[config.mk]
export PLATFORM = sky130hd
export DESIGN_NAME = binary_rans_encoder_top_flat
export DESIGN_NICKNAME = d
export VERILOG_FILES = /design/src/rtl/core/brans_pkg.sv /design/src/rtl/core/brans_if.sv /design/src/rtl/core/brans_div.sv /design/src/rtl/core/binary_rans_encoder_top.sv /design/src/flat_wrapper.sv
export SDC_FILE = /design/constraint.sdc
export NUM_CORES = 1
export LEC_CHECK = 0
export BUFFER_PORTS_ARGS = -buffer_cell sky130_fd_sc_hd__buf_2
export CAP_MARGIN = 20
export CORE_MARGIN = 4
export CORE_UTILIZATION = 56
export DETAILED_ROUTE_END_ITERATION = 8
export GPL_TIMING_DRIVEN = 1
export PLACE_DENSITY_LB_ADDON = 0.1
export SLEW_MARGIN = 20
export SYNTH_ARGS = -nofsm -noshare
export SYNTH_HDL_FRONTEND = slang
export SYNTH_HIERARCHICAL = 1
export SYNTH_SLANG_ARGS = --single-unit
[constraint.sdc]
create_clock -name i_clk -period 5.15 [get_ports i_clk]
set_input_delay 1.03 -clock i_clk [delete_from_list [all_inputs] [get_ports i_clk]]
set_output_delay 1.03 -clock i_clk [all_outputs]
set_load 0.03 [all_outputs]
[src/rtl/core/brans_pkg.sv]
// shared constants, types and helpers of the binary rans encoder
package brans_pkg;

    // probability resolution and derived scaling
    localparam int unsigned PROB_BITS  = 12;
    localparam int unsigned PROB_W     = 12;
    localparam int unsigned WORD_W     = 16;
    localparam int unsigned STATE_W    = 2 * WORD_W;
    localparam int unsigned FREQ_SHIFT = WORD_W - PROB_BITS;
    localparam logic [WORD_W-1:0]  PROB_MAX   = WORD_W'((1 << PROB_BITS) - 1);
    localparam logic [STATE_W-1:0] STATE_INIT = STATE_W'(1 << WORD_W);

    // divider step count
    localparam int unsigned DIV_STEPS = WORD_W;
    localparam int unsigned CNT_W     = $clog2(DIV_STEPS);

    // input commands
    localparam logic CMD_ENCODE = 1'b0;
    localparam logic CMD_FLUSH  = 1'b1;

    typedef enum logic [1:0] {
        ST_IDLE,
        ST_DIV,
        ST_FLUSH_HI
    } t_state;

    // request to the divider: numerator below divisor << 16
    typedef struct packed {
        logic               start;
        logic [STATE_W-1:0] num;
        logic [WORD_W-1:0]  den;
    } t_div_req;

    // divider result
    typedef struct packed {
        logic              done;
        logic [WORD_W-1:0] quot;
        logic [WORD_W-1:0] rem;
    } t_div_rsp;

    // clamp the probability and scale it to the 16-bit total
    function automatic logic [WORD_W-1:0] scale_prob(input logic [PROB_W-1:0] prob);
        logic [WORD_W-1:0] p;
        p = WORD_W'(prob);
        if (p == '0) begin
            p = WORD_W'(1);
        end
        if (p > PROB_MAX) begin
            p = PROB_MAX;
        end
        return p << FREQ_SHIFT;
    endfunction

endpackage

[src/rtl/core/brans_if.sv]
// item channels of the binary rans encoder

// input channel: encode or flush commands
interface brans_in_if;
    logic                           valid;
    logic                           ready;
    logic                           command;
    logic                           bit_value;
    logic [brans_pkg::PROB_W-1:0]   prob_scaled;

    modport source (output valid, output command, output bit_value, output prob_scaled,
                    input ready);
    modport sink   (input valid, input command, input bit_value, input prob_scaled,
                    output ready);
endinterface

// output channel: emitted state words
interface brans_out_if;
    logic                           valid;
    logic                           ready;
    logic [brans_pkg::WORD_W-1:0]   chunk;
    logic                           is_last;

    modport source (output valid, output chunk, output is_last, input ready);
    modport sink   (input valid, input chunk, input is_last, output ready);
endinterface

[src/rtl/core/brans_div.sv]
// bit-serial restoring divider, 32-bit state by 16-bit frequency
module brans_div (
    input  logic                i_clk,
    input  logic                i_rst_n,
    input  brans_pkg::t_div_req i_req,
    output brans_pkg::t_div_rsp o_rsp
);
    import brans_pkg::*;

    logic                r_busy;
    logic                r_done;
    logic [CNT_W-1:0]    r_cnt;
    logic [WORD_W-1:0]   r_rem;
    logic [WORD_W-1:0]   r_quo;
    logic [WORD_W-1:0]   r_den;

    logic [WORD_W:0]     n_trial;
    logic                n_qbit;
    logic [WORD_W-1:0]   n_rem;

    // one quotient bit per cycle
    always_comb begin
        n_trial = {r_rem, r_quo[WORD_W-1]};
        n_qbit  = (n_trial >= {1'b0, r_den});
        if (n_qbit) begin
            n_rem = WORD_W'(n_trial - {1'b0, r_den});
        end else begin
            n_rem = n_trial[WORD_W-1:0];
        end
    end

    // control
    always_ff @(posedge i_clk) begin
        if (!i_rst_n) begin
            r_busy <= 1'b0;
            r_done <= 1'b0;
            r_cnt  <= '0;
        end else begin
            r_done <= 1'b0;
            if (i_req.start) begin
                r_busy <= 1'b1;
                r_cnt  <= '0;
            end else if (r_busy) begin
                r_cnt <= r_cnt + CNT_W'(1);
                if (r_cnt == CNT_W'(DIV_STEPS - 1)) begin
                    r_busy <= 1'b0;
                    r_done <= 1'b1;
                end
            end
        end
    end

    // remainder and quotient shift registers
    always_ff @(posedge i_clk) begin
        if (i_req.start) begin
            r_rem <= i_req.num[STATE_W-1:WORD_W];
            r_quo <= i_req.num[WORD_W-1:0];
            r_den <= i_req.den;
        end else if (r_busy) begin
            r_rem <= n_rem;
            r_quo <= {r_quo[WORD_W-2:0], n_qbit};
        end
    end

    assign o_rsp.done = r_done;
    assign o_rsp.quot = r_quo;
    assign o_rsp.rem  = r_rem;

endmodule

[src/rtl/core/binary_rans_encoder_top.sv]
// binary rans encoder with 16-bit renormalization
//
// Input channel i_in carries one command per item: encode one bit with its
// 12-bit probability of a one, or flush the coder state. Output channel o_out
// carries 16-bit words, is_last set on the final word of an item's run.
// Encode: when the state has reached the bit's frequency << 16 its low word
// is emitted (one word, is_last = 1) the cycle after acceptance; otherwise no
// word. The state update needs one division by the frequency, done by a
// bit-serial divider one quotient bit per cycle, so an encode item occupies
// the block from acceptance through 16 divider steps to one write-back.
// Flush: the low word (is_last = 0) appears the cycle after acceptance and
// the high word (is_last = 1) follows as soon as the first is taken; the
// state then returns to 65536.
// Words wait in an output register; a new item is accepted while a word is
// held only if the receiver takes that word in the same cycle, so a stalled
// receiver holds off the input after at most one pending word.
// Reset (synchronous, active low) sets the state to 65536, empties the output
// register and leaves the block ready.
module binary_rans_encoder_top (
    input  logic        i_clk,
    input  logic        i_rst_n,
    brans_in_if.sink    i_in,
    brans_out_if.source o_out
);
    import brans_pkg::*;

    t_state              r_state;
    t_state              n_state;
    logic [STATE_W-1:0]  r_coder;
    logic [WORD_W-1:0]   r_cum;
    logic                r_out_valid;
    logic [WORD_W-1:0]   r_chunk;
    logic                r_last;

    logic                out_free;
    logic                in_take;
    logic [WORD_W-1:0]   scaled;
    logic [WORD_W-1:0]   freq;
    logic [WORD_W-1:0]   cum;
    logic                renorm;
    logic                load_out;
    logic [WORD_W-1:0]   load_chunk;
    logic                load_last;
    t_div_req            div_req;
    t_div_rsp            div_rsp;

    // frequency and cumulative start of the incoming bit
    always_comb begin
        scaled = scale_prob(i_in.prob_scaled);
        if (i_in.bit_value) begin
            freq = scaled;
            cum  = WORD_W'(0) - scaled;
        end else begin
            freq = WORD_W'(0) - scaled;
            cum  = '0;
        end
        renorm = (r_coder[STATE_W-1:WORD_W] >= freq);
    end

    assign out_free   = !r_out_valid || o_out.ready;
    assign i_in.ready = (r_state == ST_IDLE) && out_free;
    assign in_take    = i_in.valid && i_in.ready;

    // next state and output loads
    always_comb begin
        n_state       = r_state;
        load_out      = 1'b0;
        load_chunk    = r_coder[WORD_W-1:0];
        load_last     = 1'b1;
        div_req.start = 1'b0;
        div_req.den   = freq;
        div_req.num   = r_coder;
        if (renorm) begin
            div_req.num = {{WORD_W{1'b0}}, r_coder[STATE_W-1:WORD_W]};
        end
        unique case (r_state)
            ST_IDLE: begin
                if (in_take) begin
                    if (i_in.command == CMD_FLUSH) begin
                        load_out  = 1'b1;
                        load_last = 1'b0;
                        n_state   = ST_FLUSH_HI;
                    end else begin
                        load_out      = renorm;
                        div_req.start = 1'b1;
                        n_state       = ST_DIV;
                    end
                end
            end
            ST_DIV: begin
                if (div_rsp.done) begin
                    n_state = ST_IDLE;
                end
            end
            ST_FLUSH_HI: begin
                if (out_free) begin
                    load_out   = 1'b1;
                    load_chunk = r_coder[STATE_W-1:WORD_W];
                    n_state    = ST_IDLE;
                end
            end
            default: begin
                n_state = ST_IDLE;
            end
        endcase
    end

    // state register
    always_ff @(posedge i_clk) begin
        if (!i_rst_n) begin
            r_state <= ST_IDLE;
        end else begin
            r_state <= n_state;
        end
    end

    // coder state update
    always_ff @(posedge i_clk) begin
        if (!i_rst_n) begin
            r_coder <= STATE_INIT;
        end else if (r_state == ST_DIV && div_rsp.done) begin
            r_coder <= {div_rsp.quot, div_rsp.rem + r_cum};
        end else if (r_state == ST_FLUSH_HI && out_free) begin
            r_coder <= STATE_INIT;
        end
    end

    // cumulative start held for the write-back
    always_ff @(posedge i_clk) begin
        if (div_req.start) begin
            r_cum <= cum;
        end
    end

    // output register
    always_ff @(posedge i_clk) begin
        if (!i_rst_n) begin
            r_out_valid <= 1'b0;
        end else if (load_out) begin
            r_out_valid <= 1'b1;
        end else if (o_out.ready) begin
            r_out_valid <= 1'b0;
        end
    end

    always_ff @(posedge i_clk) begin
        if (load_out) begin
            r_chunk <= load_chunk;
            r_last  <= load_last;
        end
    end

    assign o_out.valid   = r_out_valid;
    assign o_out.chunk   = r_chunk;
    assign o_out.is_last = r_last;

    brans_div u_div (
        .i_clk   (i_clk),
        .i_rst_n (i_rst_n),
        .i_req   (div_req),
        .o_rsp   (div_rsp)
    );

endmodule

[src/flat_wrapper.sv]
// flat-port wrapper written by rule: the top's interface ports become plain ports
module binary_rans_encoder_top_flat import brans_pkg::*;
  (i_clk, i_rst_n, i_in_valid, i_in_command, i_in_bit_value, i_in_prob_scaled, i_in_ready, o_out_valid, o_out_chunk, o_out_is_last, o_out_ready);
  brans_in_if i_in_i ();
  brans_out_if o_out_i ();
  input  logic i_clk;
  input  logic i_rst_n;
  input wire logic [$bits(i_in_i.valid)-1:0] i_in_valid;
  input wire logic [$bits(i_in_i.command)-1:0] i_in_command;
  input wire logic [$bits(i_in_i.bit_value)-1:0] i_in_bit_value;
  input wire logic [$bits(i_in_i.prob_scaled)-1:0] i_in_prob_scaled;
  output wire logic [$bits(i_in_i.ready)-1:0] i_in_ready;
  output wire logic [$bits(o_out_i.valid)-1:0] o_out_valid;
  output wire logic [$bits(o_out_i.chunk)-1:0] o_out_chunk;
  output wire logic [$bits(o_out_i.is_last)-1:0] o_out_is_last;
  input wire logic [$bits(o_out_i.ready)-1:0] o_out_ready;
  assign i_in_i.valid = i_in_valid;
  assign i_in_i.command = i_in_command;
  assign i_in_i.bit_value = i_in_bit_value;
  assign i_in_i.prob_scaled = i_in_prob_scaled;
  assign i_in_ready = i_in_i.ready;
  assign o_out_valid = o_out_i.valid;
  assign o_out_chunk = o_out_i.chunk;
  assign o_out_is_last = o_out_i.is_last;
  assign o_out_i.ready = o_out_ready;
  binary_rans_encoder_top u_core (.i_clk(i_clk), .i_rst_n(i_rst_n), .i_in(i_in_i), .o_out(o_out_i));
endmodule
* Yosys cells after proc, flatten, opt, wreduce, memory -nomap -nowiden
Cells that the tools add are included.
** Word-level totals
- Bits in registers :: 122
- Output and inout port bits :: 19
- Logic and storage cells :: 73
** Operators by class
- Add/subtract/negate cells :: 4
- Magnitude comparators :: 3
- Eq/ne operators :: 6
- Mux-type cells :: 31
- Bitwise gates (word level) :: 2
- Reductions and logical operators :: 15
** Operator list (count)
- 16-bit two-way mux :: 8
- 32-bit two-way mux :: 3
- 12-bit two-way mux :: 2
- 17-bit by 16-bit >= comparator with 1-bit output :: 1
- 16-bit adder :: 1
- 16-bit >= comparator :: 1
- 1-bit by 16-bit subtractor with 16-bit output (first input constant) :: 1
- 16-bit subtractor :: 1
- 12-bit > comparator (second input constant) :: 1
- 12-bit zero test :: 1
- 1-bit two-way mux :: 12
- 2-bit two-way mux :: 4
- 2-bit case mux with 3 select lines :: 1
- 2-bit nonzero test :: 3
- 4-bit by 1-bit adder with 4-bit output (second input constant) :: 1
- 4-bit == test (second input constant) :: 1
- 1-bit logical AND :: 4
- 2-bit by 1-bit != test with 1-bit output (second input constant) :: 2
- 3-bit AND reduction :: 1
- 3-bit OR reduction :: 1
- 2-bit by 1-bit == test with 1-bit output (second input constant) :: 1
- 2-bit == test (second input constant) :: 1
- 2-bit zero test :: 1
- 2-bit != test (second input constant) :: 1
- 6 further kinds :: 7

* Logic depth before layout (Yosys ltp)
Gate-level depths: netlist (run 1).
- Depth after elaboration :: 11
- Gate-level depth with buffers :: 21

* Hierarchy
Netlist (run 1), hierarchy kept.
** By module, submodules not included
- binary_rans_encoder_top :: times used 1, cells an instance 459, area an instance 3993.8 um^2, sequential area each 1571.5 um^2
- brans_div :: times used 1, cells an instance 287, area an instance 3169.3 um^2, sequential area each 1561.5 um^2

* Least setup slack after synthesis (run 1)
Ideal clock, no wire load.
- Path type :: input -> register
- Start :: input port i_in_prob_scaled[6]
- End :: register u_core.r_chunk[0] (netlist: u_core/o_out.chunk[0]), enable pin
- Data arrival time :: 4869 ps
- Required time :: 4751 ps
- Path slack :: -118 ps
- Cell stages on the path :: 17
- Buffers on the path :: 3
- Cell sequence :: clkbuf_1 nor2_1 a31oi_1 ha_1 or3b_1 or3_4 nor3_1 or2_2 xor2_1 ha_1 a21o_1 a21o_1 a21oi_1 o21a_1 buf_2 clkbuf_1 a22oi_1
** Between the ends
- Cells in the longest elaborated chain, start to end :: 10
** RTL lines
- from (decl) :: RTL line flat_wrapper.sv:11 : input wire logic [$bits(i_in_i.prob_scaled)-1:0] i_in_prob_scaled;
- 12-bit zero test :: RTL line brans_pkg.sv:45 : if (p == '0) begin
- 12-bit two-way mux (*) :: RTL line brans_pkg.sv:45
- 12-bit > comparator :: RTL line brans_pkg.sv:48 : if (p > PROB_MAX) begin
- 12-bit two-way mux (*) :: RTL line brans_pkg.sv:48
- 1-bit by 16-bit subtractor with 16-bit output :: RTL line binary_rans_encoder_top.sv:54 : freq = WORD_W'(0) - scaled;
- 16-bit two-way mux (*) :: RTL line binary_rans_encoder_top.sv:50 : if (i_in.bit_value) begin
- 16-bit >= comparator (*) :: RTL line binary_rans_encoder_top.sv:57 : renorm = (r_coder[STATE_W-1:WORD_W] >= freq);
- 1-bit two-way mux (*) :: RTL line binary_rans_encoder_top.sv:79 : if (i_in.command == CMD_FLUSH) begin
- 1-bit two-way mux (*) :: RTL line binary_rans_encoder_top.sv:78 : if (in_take) begin
- 1-bit case mux with 2 select lines (*) :: RTL line binary_rans_encoder_top.sv:76 : unique case (r_state)
- via u_core.load_out :: RTL line binary_rans_encoder_top.sv:41 : logic load_out;
- to (signal assigned) :: RTL line binary_rans_encoder_top.sv:148 : r_chunk <= load_chunk;
- to (decl) :: RTL line binary_rans_encoder_top.sv:32 : logic [WORD_W-1:0] r_chunk;
Mark *: on every way through the listed nets, which the timed path passes. The rest lies on a longest branch.
A chain may end at the register's enable or synchronous reset.

==> key figures, run 1 <==
Timing
  – RSZ-0062 raised after global routing: false
  – WHS: 0.4879 ns
  – Final setup violation count: 0
  – Period utilization: 91.89%
  – Achievable frequency: 211.3 MHz
  – Skew final: 0.01582 ns
  – Setup Total Neg Slack: 0 ns
  – Number of hold violations in the final report: 0
  – Rel. slew slack: 26.89%
  – Measured slew at the worst slew-check pin: 1.095 ns
  – Final Max Slew Viols: 0
  – Fin crit period: 4.732 ns

Clock tree
  – Postcts setup bufs: 0
  – CTS H-tree depth: 4
  – Sink Count: 118
  – Root Driver: clkbuf_16
  – Num CTS Buffers: 17
  – Worst-Skew Late Latency: 0.43 ns
  – CTS clk-pin slew, worst paths: 0.06 ns
  – Quantity of hold-fixing buffers added after cts: 0
  – Post-cts resize count: 0
  – CTS tree: built
  – Clock Path Buffers: 2

Synth
  – Count leader, synth: nand2_1
  – Leading area contributor after synthesis: edfxtp_1
  – Count of state elements after synthesis: 118
  – Top cell type's share of synthesized area: 32.28%
  – Yosys Warn Count: 6
  – Commonest cells in the netlist: nand2_1, edfxtp_1, a21oi_1
  – EDFF count, synth: 77
  – Synth top area cells: edfxtp_1, dfxtp_1, ha_1
  – Mean Syn Cell Area: 9.602 um2
  – Top FF cell, synth: edfxtp_1
  – Netlist cell types: 69
  – Async S/R FF share, synth: 0%
  – Post-synthesis sequential area ratio: 43.74%
  – Mapped Cells: 746
  – Cell Area, Synth: 0.007163 mm2

Worst setup path
  – WS Path Type: in2reg
  – Reg2Reg Launch Point: u_core/r_state[1]$_SDFFE_PN0P_
  – CP bufs+invs: 2
  – CP cell instances: buf_2 > nor2_1 > and2_1 > a31oi_1 > ha_1 > or3b_1 > or3_4 > nor3_1 > or2_2 > xor2_1 > ha_1 > a21o_1 > a21o_1 > a21oi_1 > o21a_1 > buf_12 > mux2_2 > mux2_2
  – Worst Setup End Kind: flip-flop
  – Crit-path max FO: 34
  – Crit. Startpoint: i_in_prob_scaled[4]
  – Delay-heaviest family, CP: simple AND/OR/NAND/NOR gates
  – Max incr delay on CP: 0.42 ns
  – CP Data Required Time: 5.32 ns
  – WP data arrival: 4.91 ns
  – Startpoint Class: input pin
  – Critical path's slowest cell: or3b_1

Detailed routing
  – DR DRC count: 0
  – DRT iter0 DRCs: 500
  – ANT nets after route: 0
  – Initial DRT Pass Iterations: 5
  – Via-to-Cell Ratio: 5.967
  – Wire per inst: 18.27 um
  – DR vias: 5716
  – Routed wire length: 17500 um

Global route
  – First-pass GRT wire length: 28010 um
  – Vias in the first global route: 5530
  – GR Overflow Total: 0
  – Gr usage total: 24.69%
  – Initial antenna violation count: 0
  – Largest net degree at the start of global routing: 48

Floorplan
  – Ports: 37
  – Initial Utilization: 56.99%
  – DIE HEIGHT: 121.1 um
  – Die area: 0.01467 mm2
  – Die W: 121.1 um
  – # rows: 41
  – CORE AREA: 0.01257 mm2

Cells and area
  – Synth-to-layout area growth: 13.47%
  – Fin area: 0.008128 mm2
  – Nets: 834
  – Post-Route Utilization: 64.67%
  – Layout cells sized above 1: 16.28%
  – Antenna cells: 0

Placed design
  – Placed Area: 0.007500 mm2
  – Final HPWL DP: 12070 um
  – Number of port buffers: 36
  – Global placer's final weighted congestion: 0.8991

Pwr
  – Power per cell area: 390.5 mW/mm2
  – Leakage power: 3.244 nW
  – Design Power: 3.174 mW
  – Peak VDD IR: 0.0002198 V

Status
  – Outcome: finished clean

Min path
  – Worst hold start: u_core/r_coder[0]$_SDFFE_PN0P_
  – Type of the worst min-delay path: reg2reg

Run
  – Max-cap violation count: 0
[placed cells by master, fill, tap and decap left out, drive strengths merged, types with 7 or more instances in the layout]
| cell type | synthesis | layout |
|---|---|---|
| nand3 | 33 | 33 |
| nor2b | 11 | 11 |
| nor3 | 14 | 14 |
| ha | 41 | 41 |
| a21o | 10 | 10 |
| a211oi | 7 | 7 |
| mux2 | 32 | 32 |
| a31oi | 7 | 7 |
| and2 | 33 | 33 |
| buf | 10 | 47 |
| a21oi | 54 | 54 |
| nand2 | 92 | 92 |
| o21ai | 32 | 32 |
| clkbuf | 32 | 22 |
| nand2b | 7 | 7 |
| xor2 | 20 | 20 |
| dfxtp | 41 | 41 |
| nor2 | 32 | 32 |
| nand4 | 13 | 13 |
| xnor2 | 20 | 20 |
| edfxtp | 77 | 77 |
| inv | 37 | 38 |
[routing by layer]
layer	global-route usage [%]	vias to the layer above	routed length [um]
li1	-	2734	-
met1	31.72	2767	7698
met2	40.95	193	8465
met3	4.615	22	998
met4	10.27	0	337
met5	0	-	0
[layout make-up]
cell class | instances | area [um2]
fillers | 1040 | 4441
multi-input cells | 551 | 3734
repair buffers | 47 | 275.3
flip-flops and latches | 118 | 3133
inverters | 38 | 142.6
clock buffers | 22 | 485.5
clock inverters | 10 | 142.6
well taps | 172 | 215.2
[flip-flops by register name (all words and copies together), names as in the netlist]
name                  flops
u_core/o_out.chunk       16
u_core/o_out.is_last      1
u_core/o_out.valid        1
u_core/r_coder           32
u_core/r_cum             12
u_core/r_state            2
u_core/u_div/r_busy       1
u_core/u_div/r_cnt        4
u_core/u_div/r_den       16
u_core/u_div/r_done       1
u_core/u_div/r_quo       16
u_core/u_div/r_rem       16
[logic make-up after synthesis]
group / share of synthesized area (%)
and+or+nand+nor: 18.72
other: 0.05235
buffers and inverters: 4.559
xor gates and xnor gates: 4.891
adders and majority gates: 7.721
DFF: 43.74
muxes: 5.869
AOI/OAI and AO/OA: 14.45
[worst paths after layout]
path | end | slack [ns] | cells past startpoint
worst max-delay path | u_core/u_div/r_quo[12]$_DFFE_PP_ | 0.42 | 18
worst min register to register | u_core/r_coder[0]$_SDFFE_PN0P_ | 0.49 | 2
worst min-delay path | u_core/r_coder[0]$_SDFFE_PN0P_ | 0.49 | 2
worst max register to register | u_core/u_div/r_rem[12]$_DFFE_PP_ | 1.78 | 6
[worst reg2reg max path, stage by stage, from the launching register on]
cell and delay (ns):
dfxtp_1 0.40, nand2b_1 0.21, or3_1 0.39, nor2_4 0.68
clkinv_1 0.80, o21ai_1 0.44, o21ai_0 0.18
[metrics by stage]
step           setup slack (ns)  std cells
2_1_floorplan            0.1069        749
3_3_place_gp             0.1882        926
3_5_place_dp          -0.004078        926
4_1_cts                  0.4332        958
5_1_grt                  0.1441        958
6_report                 0.4177        958
[report_power, final]
part	internal (mW)	switching, mW	total, mW
registers	1.11	0.0576	1.17
clock network	0.817	0.438	1.26
logic	0.299	0.449	0.749
Note: power is estimated with default switching activity, not from simulation.
==> run 2, diff against run 1 <==
--- a/config.mk
+++ b/config.mk
@@ -5,10 +5,11 @@
 export SDC_FILE = /design/constraint.sdc
 export NUM_CORES = 1
 export LEC_CHECK = 0
+export ABC_AREA = 1
 export BUFFER_PORTS_ARGS = -buffer_cell sky130_fd_sc_hd__buf_2
 export CAP_MARGIN = 20
 export CORE_MARGIN = 4
-export CORE_UTILIZATION = 56
+export CORE_UTILIZATION = 57
 export DETAILED_ROUTE_END_ITERATION = 8
 export GPL_TIMING_DRIVEN = 1
 export PLACE_DENSITY_LB_ADDON = 0.1
==> run 2 against run 1 <==
  * Register-to-register slack improved by 0.79 ns
  * Synthesized area rose by 7.0%
  * Highest routed layer unchanged
  * Cell area is 5.1% higher
  * Critical path depth up 6
  * Hold slack worse by 0.025 ns
  * Synthesized cell count rose by 39%
  * Non-clock buffer count decreased by 3
  * Sequential share of layout area decreased by 1.9 points
  * Routed wire length rose by 7.8%
  * Clock power down 10%
==> key figures, run 2 <==
Worst setup path
  – WS Path Type: in2reg
  – CP Data Required Time: 5.27 ns
  – CP cell instances: buf_2 > inv_1 > nand2_1 > nor2_2 > a21oi_4 > ha_1 > nand2_1 > nor2_2 > inv_2 > nor2_2 > nand3_1 > nand2_1 > nand2_1 > nand2_1 > nand2_1 > ha_1 > nand2_1 > nor2_1 > and2_1 > nand2_1 > nand3_2 > nand2_1 > nand2_1 > buf_4
  – WP data arrival: 3.97 ns
  – Max incr delay on CP: 0.30 ns
  – Crit-path max FO: 10
  – CP dominant cell by count: nand2_1
  – Reg2Reg Launch Point: u_core/u_div/r_rem[13]$_DFFE_PP_
  – Worst Setup End Kind: flip-flop
  – Startpoint Class: input pin
  – Worst r2r path cells: 11
  – Delay-heaviest family, CP: simple AND/OR/NAND/NOR gates
  – Critical path's slowest cell: nand2_1
  – Flop2flop setup slack: 2.57 ns
  – CP bufs+invs: 4
  – Reg2reg end: u_core/u_div/r_rem[13]$_DFFE_PP_

Timing
  – Setup WS post-layout: 1.301 ns
  – Skew final: 0.007564 ns
  – Achievable frequency: 259.8 MHz
  – Final setup violation count: 0
  – RSZ-0062 raised after global routing: false
  – Fin crit period: 3.849 ns
  – Setup Total Neg Slack: 0 ns
  – WHS: 0.4629 ns
  – Period utilization: 74.73%
  – Final Max Slew Viols: 0
  – Measured slew at the worst slew-check pin: 0.9273 ns
  – Number of hold violations in the final report: 0
  – Rel. slew slack: 38.11%

Cells and area
  – Non-filler instance count after layout: 1256
  – Max reg flops: 32
  – Fin area: 0.008546 mm2
  – Post-Route Utilization: 64.79%
  – Most frequent cells in the layout: nand2_1, inv_1, nor2_1, edfxtp_1, a21oi_1
  – Largest register by flop count: u_core/r_coder
  – Multi-input gate area: 0.003821 mm2
  – Nets: 1128
  – Layout cells sized above 1: 12.78%
  – Antenna cells: 0
  – Fillers: 1196
  – Most common cell after layout, fill and taps aside: nand2_1
  – FF/Latch Area: 0.003133 mm2
  – Synth-to-layout area growth: 11.47%

Clock tree
  – CTS H-tree depth: 4
  – Postcts setup bufs: 0
  – CTS tree: built
  – CTS clk-pin slew, worst paths: 0.06 ns
  – Num CTS Buffers: 17
  – Worst-Skew Late Latency: 0.42 ns
  – Clock Path Buffers: 2
  – Quantity of hold-fixing buffers added after cts: 0
  – Root Driver: clkbuf_16
  – Sink Count: 118
  – Post-cts resize count: 0

Synth
  – Count leader, synth: nand2_1
  – Mean Syn Cell Area: 7.414 um2
  – Top cell type's share of synthesized area: 30.16%
  – Mux contribution to synthesized area: 0%
  – Synth top area cells: edfxtp_1, nand2_1, dfxtp_1
  – Leading area contributor after synthesis: edfxtp_1
  – Largest family of logic cells by synthesized area: simple AND/OR/NAND/NOR gates
  – EDFF count, synth: 77
  – Synth Area in Compound Gates: 7.328%
  – Async S/R FF share, synth: 0%
  – Synth Area in XOR/XNOR: 1.485%
  – Commonest cells in the netlist: nand2_1, inv_1, nor2_1
  – Post-synthesis adder-cell area fraction: 7.214%
  – Simple-Gate Fraction of Synth Area: 33.46%
  – Top FF cell, synth: edfxtp_1
  – Cell Area, Synth: 0.007666 mm2
  – Post-synthesis sequential area ratio: 40.87%
  – Yosys Warn Count: 6
  – Mapped Cells: 1034
  – Netlist cell types: 44
  – Count of state elements after synthesis: 118

Detailed routing
  – ANT nets after route: 0
  – Initial DRT Pass Iterations: 6
  – DR vias: 6581
  – DR DRC count: 0
  – DRT iter0 DRCs: 492
  – Wire per inst: 15.02 um
  – Via-to-Cell Ratio: 5.240
  – Routed wire length: 18870 um

Global route
  – Gr usage total: 25.92%
  – First-pass GRT wire length: 30340 um
  – Vias in the first global route: 6018
  – Largest net degree at the start of global routing: 63
  – Initial antenna violation count: 0
  – GR Overflow Total: 0

Placed design
  – Number of port buffers: 36
  – Post-Place Cells: 1224
  – Pre-CTS worst setup slack: 0.9176 ns
  – Global placer's final weighted congestion: 0.9700
  – Final HPWL DP: 13780 um
  – Placed Area: 0.007970 mm2

Min path
  – Hold Path End: u_core/r_coder[18]$_SDFFE_PN0P_
  – Worst hold start: u_core/r_coder[18]$_SDFFE_PN0P_
  – Type of the worst min-delay path: reg2reg
  – Hold depth: 2

Pwr
  – Switching portion of total power: 32.44%
  – Share of total power in the clock network: 36.1%
  – Combinational share of power: 26.9%
  – Leakage power: 4.129 nW
  – Psw: 1.019 mW
  – Design Power: 3.142 mW
  – Seq pwr share: 37.0%
  – Peak VDD IR: 0.0002611 V
  – Power per cell area: 367.7 mW/mm2
  – Internal: 2.123 mW

Run
  – Max-cap violation count: 0

Floorplan
  – Ports: 37
  – Initial Utilization: 58.12%
  – Die area: 0.01537 mm2
  – DIE HEIGHT: 124.0 um
  – # rows: 42
  – Die W: 124.0 um
  – CORE AREA: 0.01319 mm2

Status
  – Outcome: finished clean
-- run 2: how the worst max path moves through the flow --
stage | cells after the start | end | from | slack [ns]
2_1_floorplan | 8 | u_core/u_div/r_quo[0]$_DFFE_PP_ | o_out_ready | 0.07
3_3_place_gp | 24 | u_core/o_out.chunk[10]$_DFFE_PP_ | i_in_prob_scaled[8] | 0.98
3_5_place_dp | 24 | u_core/o_out.chunk[10]$_DFFE_PP_ | i_in_prob_scaled[8] | 0.92
4_1_cts | 24 | u_core/o_out.chunk[8]$_DFFE_PP_ | i_in_prob_scaled[8] | 1.36
5_1_grt | 24 | u_core/o_out.chunk[5]$_DFFE_PP_ | i_in_prob_scaled[8] | 1.01
6_report | 24 | u_core/o_out.chunk[8]$_DFFE_PP_ | i_in_prob_scaled[8] | 1.30
-- run 2: logic make-up after synthesis --
family	Yosys count
flip-flops	118
XOR/XNOR	13
adder cells (fa/ha/maj)	43
other	1
AO/OA/AOI/OAI	104
buffers and inverters	181
AND/OR/NAND/NOR	574
-- run 2: worst register-to-register path, stage by stage (launching register included) --
cell	delay (ns)
edfxtp_1	0.43
ha_1	0.39
a21oi_1	0.19
nor2_1	0.06
nor2_1	0.13
nand2_1	0.11
nor2_4	0.38
nand2_4	0.26
nand2_1	0.22
nand2_1	0.07
nand2_1	0.07
nand2_1	0.05
-- run 2: power groups by stage --
stage	registers (mW)	logic, mW	clock network (mW)
4_1_cts	1.16	0.842	1.15
3_3_place_gp	1.18	0.824	0
5_1_grt	1.17	0.956	1.19
3_5_place_dp	1.18	0.834	0
6_report	1.16	0.845	1.13
2_1_floorplan	1.18	0.641	0
-- run 2: per-layer routing --
metal	wire length, um	vias to the layer above	track usage (%)
met4	294	0	7.392
met3	956	23	5.359
met5	0	-	0
li1	-	3362	-
met1	8567	3006	35.09
met2	9050	190	42.31
-- run 2: final cells by class --
type                            instances  area share, %
Multi-Input combinational cell        738          44.71
Sequential cell                       118          36.66
Inverter                              148          6.501
Clock buffer                           25          6.310
Timing Repair Buffer                   44          2.811
Tap cell                              176          2.577
Clock inverter                          7         0.4246
==> run 3, diff against run 2 <==
==> constraint.sdc (replaced) <==
create_clock -name i_clk -period 3.35 [get_ports i_clk]
set_input_delay 0.67 -clock i_clk [delete_from_list [all_inputs] [get_ports i_clk]]
set_output_delay 0.67 -clock i_clk [all_outputs]
set_load 0.03 [all_outputs]
==> run 3 against run 2 <==
  * Critical path depth is 3 lower
  * Core utilization is 2.8 points higher
  * Power is 53% higher
  * Routed wire length is 2.1% higher
  * Cell area is 4.4% higher
  * Final cell count is 2.9% higher
  * Sequential share of layout area is 1.5 points lower
  * Largest power group unchanged
  * Highest routed layer unchanged
==> key figures, run 3 (synthesized netlist as in run 2, its figures left out) <==
Cells and area
  – Largest register by flop count: u_core/r_coder
  – Fin area: 0.008921 mm2
  – Post-Route Utilization: 67.63%
  – Layout cells sized above 1: 16.20%
  – Max reg flops: 32
  – Most common cell after layout, fill and taps aside: nand2_1
  – Nets: 1165
  – Most frequent cells in the layout: nand2_1, inv_1, nor2_1, edfxtp_1, a21oi_1
  – Synth-to-layout area growth: 16.37%
  – Antenna cells: 0

Worst setup path
  – Crit-path max FO: 24
  – Flop2flop setup slack: 0.71 ns
  – Reg2Reg Launch Point: u_core/u_div/r_rem[13]$_DFFE_PP_
  – Worst Setup End Kind: flip-flop
  – Crit. Startpoint: i_in_prob_scaled[11]
  – Reg2reg end: u_core/u_div/r_rem[13]$_DFFE_PP_
  – CP Data Required Time: 3.52 ns
  – Worst r2r path cells: 11
  – WP data arrival: 3.32 ns
  – WS Path Type: in2reg
  – Startpoint Class: input pin

Global route
  – Gr usage total: 26.01%
  – GR Overflow Total: 0
  – Largest net degree at the start of global routing: 63
  – Initial antenna violation count: 0
  – Vias in the first global route: 6100
  – First-pass GRT wire length: 30440 um

Floorplan
  – Ports: 37
  – CORE AREA: 0.01319 mm2
  – Initial Utilization: 58.12%
  – Die area: 0.01537 mm2
  – # rows: 42
  – DIE HEIGHT: 124.0 um
  – Die W: 124.0 um

Clock tree
  – CTS tree: built
  – CTS H-tree depth: 4
  – Clock Path Buffers: 2
  – Num CTS Buffers: 17
  – Root Driver: clkbuf_16
  – Sink Count: 118
  – CTS clk-pin slew, worst paths: 0.05 ns
  – Worst-Skew Late Latency: 0.42 ns
  – Quantity of hold-fixing buffers added after cts: 0

Pwr
  – Internal: 3.217 mW
  – Peak VDD IR: 0.0003861 V
  – Seq pwr share: 37.1%
  – Combinational share of power: 27.9%
  – Switching portion of total power: 33.19%
  – Power per cell area: 539.7 mW/mm2
  – Psw: 1.598 mW
  – Leakage power: 4.312 nW
  – Share of total power in the clock network: 35.0%

Detailed routing
  – Via-to-Cell Ratio: 5.206
  – Initial DRT Pass Iterations: 6
  – DR DRC count: 0
  – ANT nets after route: 0
  – Wire per inst: 14.90 um
  – DR vias: 6731
  – DRT iter0 DRCs: 603
  – Routed wire length: 19270 um

Timing
  – Rel. slew slack: 41.61%
  – Fin crit period: 3.152 ns
  – Achievable frequency: 317.3 MHz
  – Skew final: 0.01322 ns
  – Measured slew at the worst slew-check pin: 0.8749 ns
  – Period utilization: 94.08%
  – Final setup violation count: 0
  – Number of hold violations in the final report: 0
  – Final Max Slew Viols: 0
  – Setup Total Neg Slack: 0 ns
  – RSZ-0062 raised after global routing: false
  – Setup WS post-layout: 0.1983 ns

Placed design
  – Number of port buffers: 36
  – Placed Area: 0.008280 mm2
  – Pre-CTS worst setup slack: -0.2819 ns
  – Global placer's final weighted congestion: 0.9134
  – Final HPWL DP: 13860 um

Run
  – Max-cap violation count: 0

Min path
  – Hold Path End: u_core/r_coder[17]$_SDFFE_PN0P_
  – Worst hold start: u_core/r_coder[17]$_SDFFE_PN0P_
  – Hold depth: 2
  – Type of the worst min-delay path: reg2reg

Status
  – Outcome: finished clean
run 3: cell count changes in the layout (fill, tap and decap cells not counted), sizes merged:
cell      previous run  this run
clkinvlp             0         4
inv                147       146
clkinv               8        10
buf                 44        78
nand2              377       378
clkbuf              25        21
bufinv               0         1
run 3: worst max-delay path: stages:
cell and delay (ns):
buf_2 0.10, or2_1 0.23, nor2_2 0.16, a21oi_4 0.08, ha_2 0.18, nand2_1 0.10, nor2_4 0.06, xor2_1 0.18
nand2_1 0.06, o21ai_0 0.18, ha_1 0.32, nand2_1 0.06, nor2_1 0.04, and2_1 0.14, nand2_1 0.10, nand3_4 0.14
clkbuf_16 0.23, nor2_1 0.10, a21oi_1 0.05, nand2_1 0.06, nand2_1 0.08
run 3: worst max-delay path by stage:
stage                                                   to  slack (ns)  cells past startpoint
after floorplan            u_core/o_out.chunk[0]$_DFFE_PP_       0.005                     24
after global placement    u_core/o_out.chunk[12]$_DFFE_PP_       -0.21                     24
after detailed placement  u_core/o_out.chunk[14]$_DFFE_PP_       -0.28                     24
after CTS                 u_core/o_out.chunk[15]$_DFFE_PP_        0.14                     24
after global routing       u_core/u_div/r_quo[0]$_DFFE_PP_       0.004                     22
final                      u_core/u_div/r_quo[3]$_DFFE_PP_        0.20                     21
run 3: area by class of cell:
cell class                      instances  area, um2
Tap cell                              176      220.2
Inverter                              148      555.5
Multi-Input combinational cell        739       3889
Fill cell                            1173       4269
Timing Repair Buffer                   80      570.5
Clock inverter                         13      110.1
Sequential cell                       118       3133
Clock buffer                           19      442.9
run 3: timing repair:
action	CTS	global route
setup endpoints to repair	0	25
gates resized for setup	0	4
buffers inserted	0	0
run 3: through the flow:
stage | std cells | hold WS (ns) | total power [mW]
2_1_floorplan | 1037 | 0.4401 | 2.803
3_5_place_dp | 1258 | 0.4582 | 3.138
6_report | 1293 | 0.4640 | 4.815
3_3_place_gp | 1258 | 0.4513 | 3.123
5_1_grt | 1293 | 0.4843 | 5.102
4_1_cts | 1290 | 0.4666 | 4.821
run 3: per-layer routing:
metal	track usage [%]	up-vias	share of wire, %
li1	-	3437	-
met1	35.22	3034	44
met2	41.13	224	47
met3	5.450	36	6.5
met4	9.925	0	2.7
met5	0	-	0
run 3: power groups by stage:
stage	clock, mW	combinational (mW)	sequential [mW]
after detailed placement	0	1.32	1.81
after global placement	0	1.31	1.82
final	1.68	1.35	1.79
after floorplan	0	0.991	1.81
after CTS	1.70	1.33	1.79
after global routing	1.78	1.53	1.80
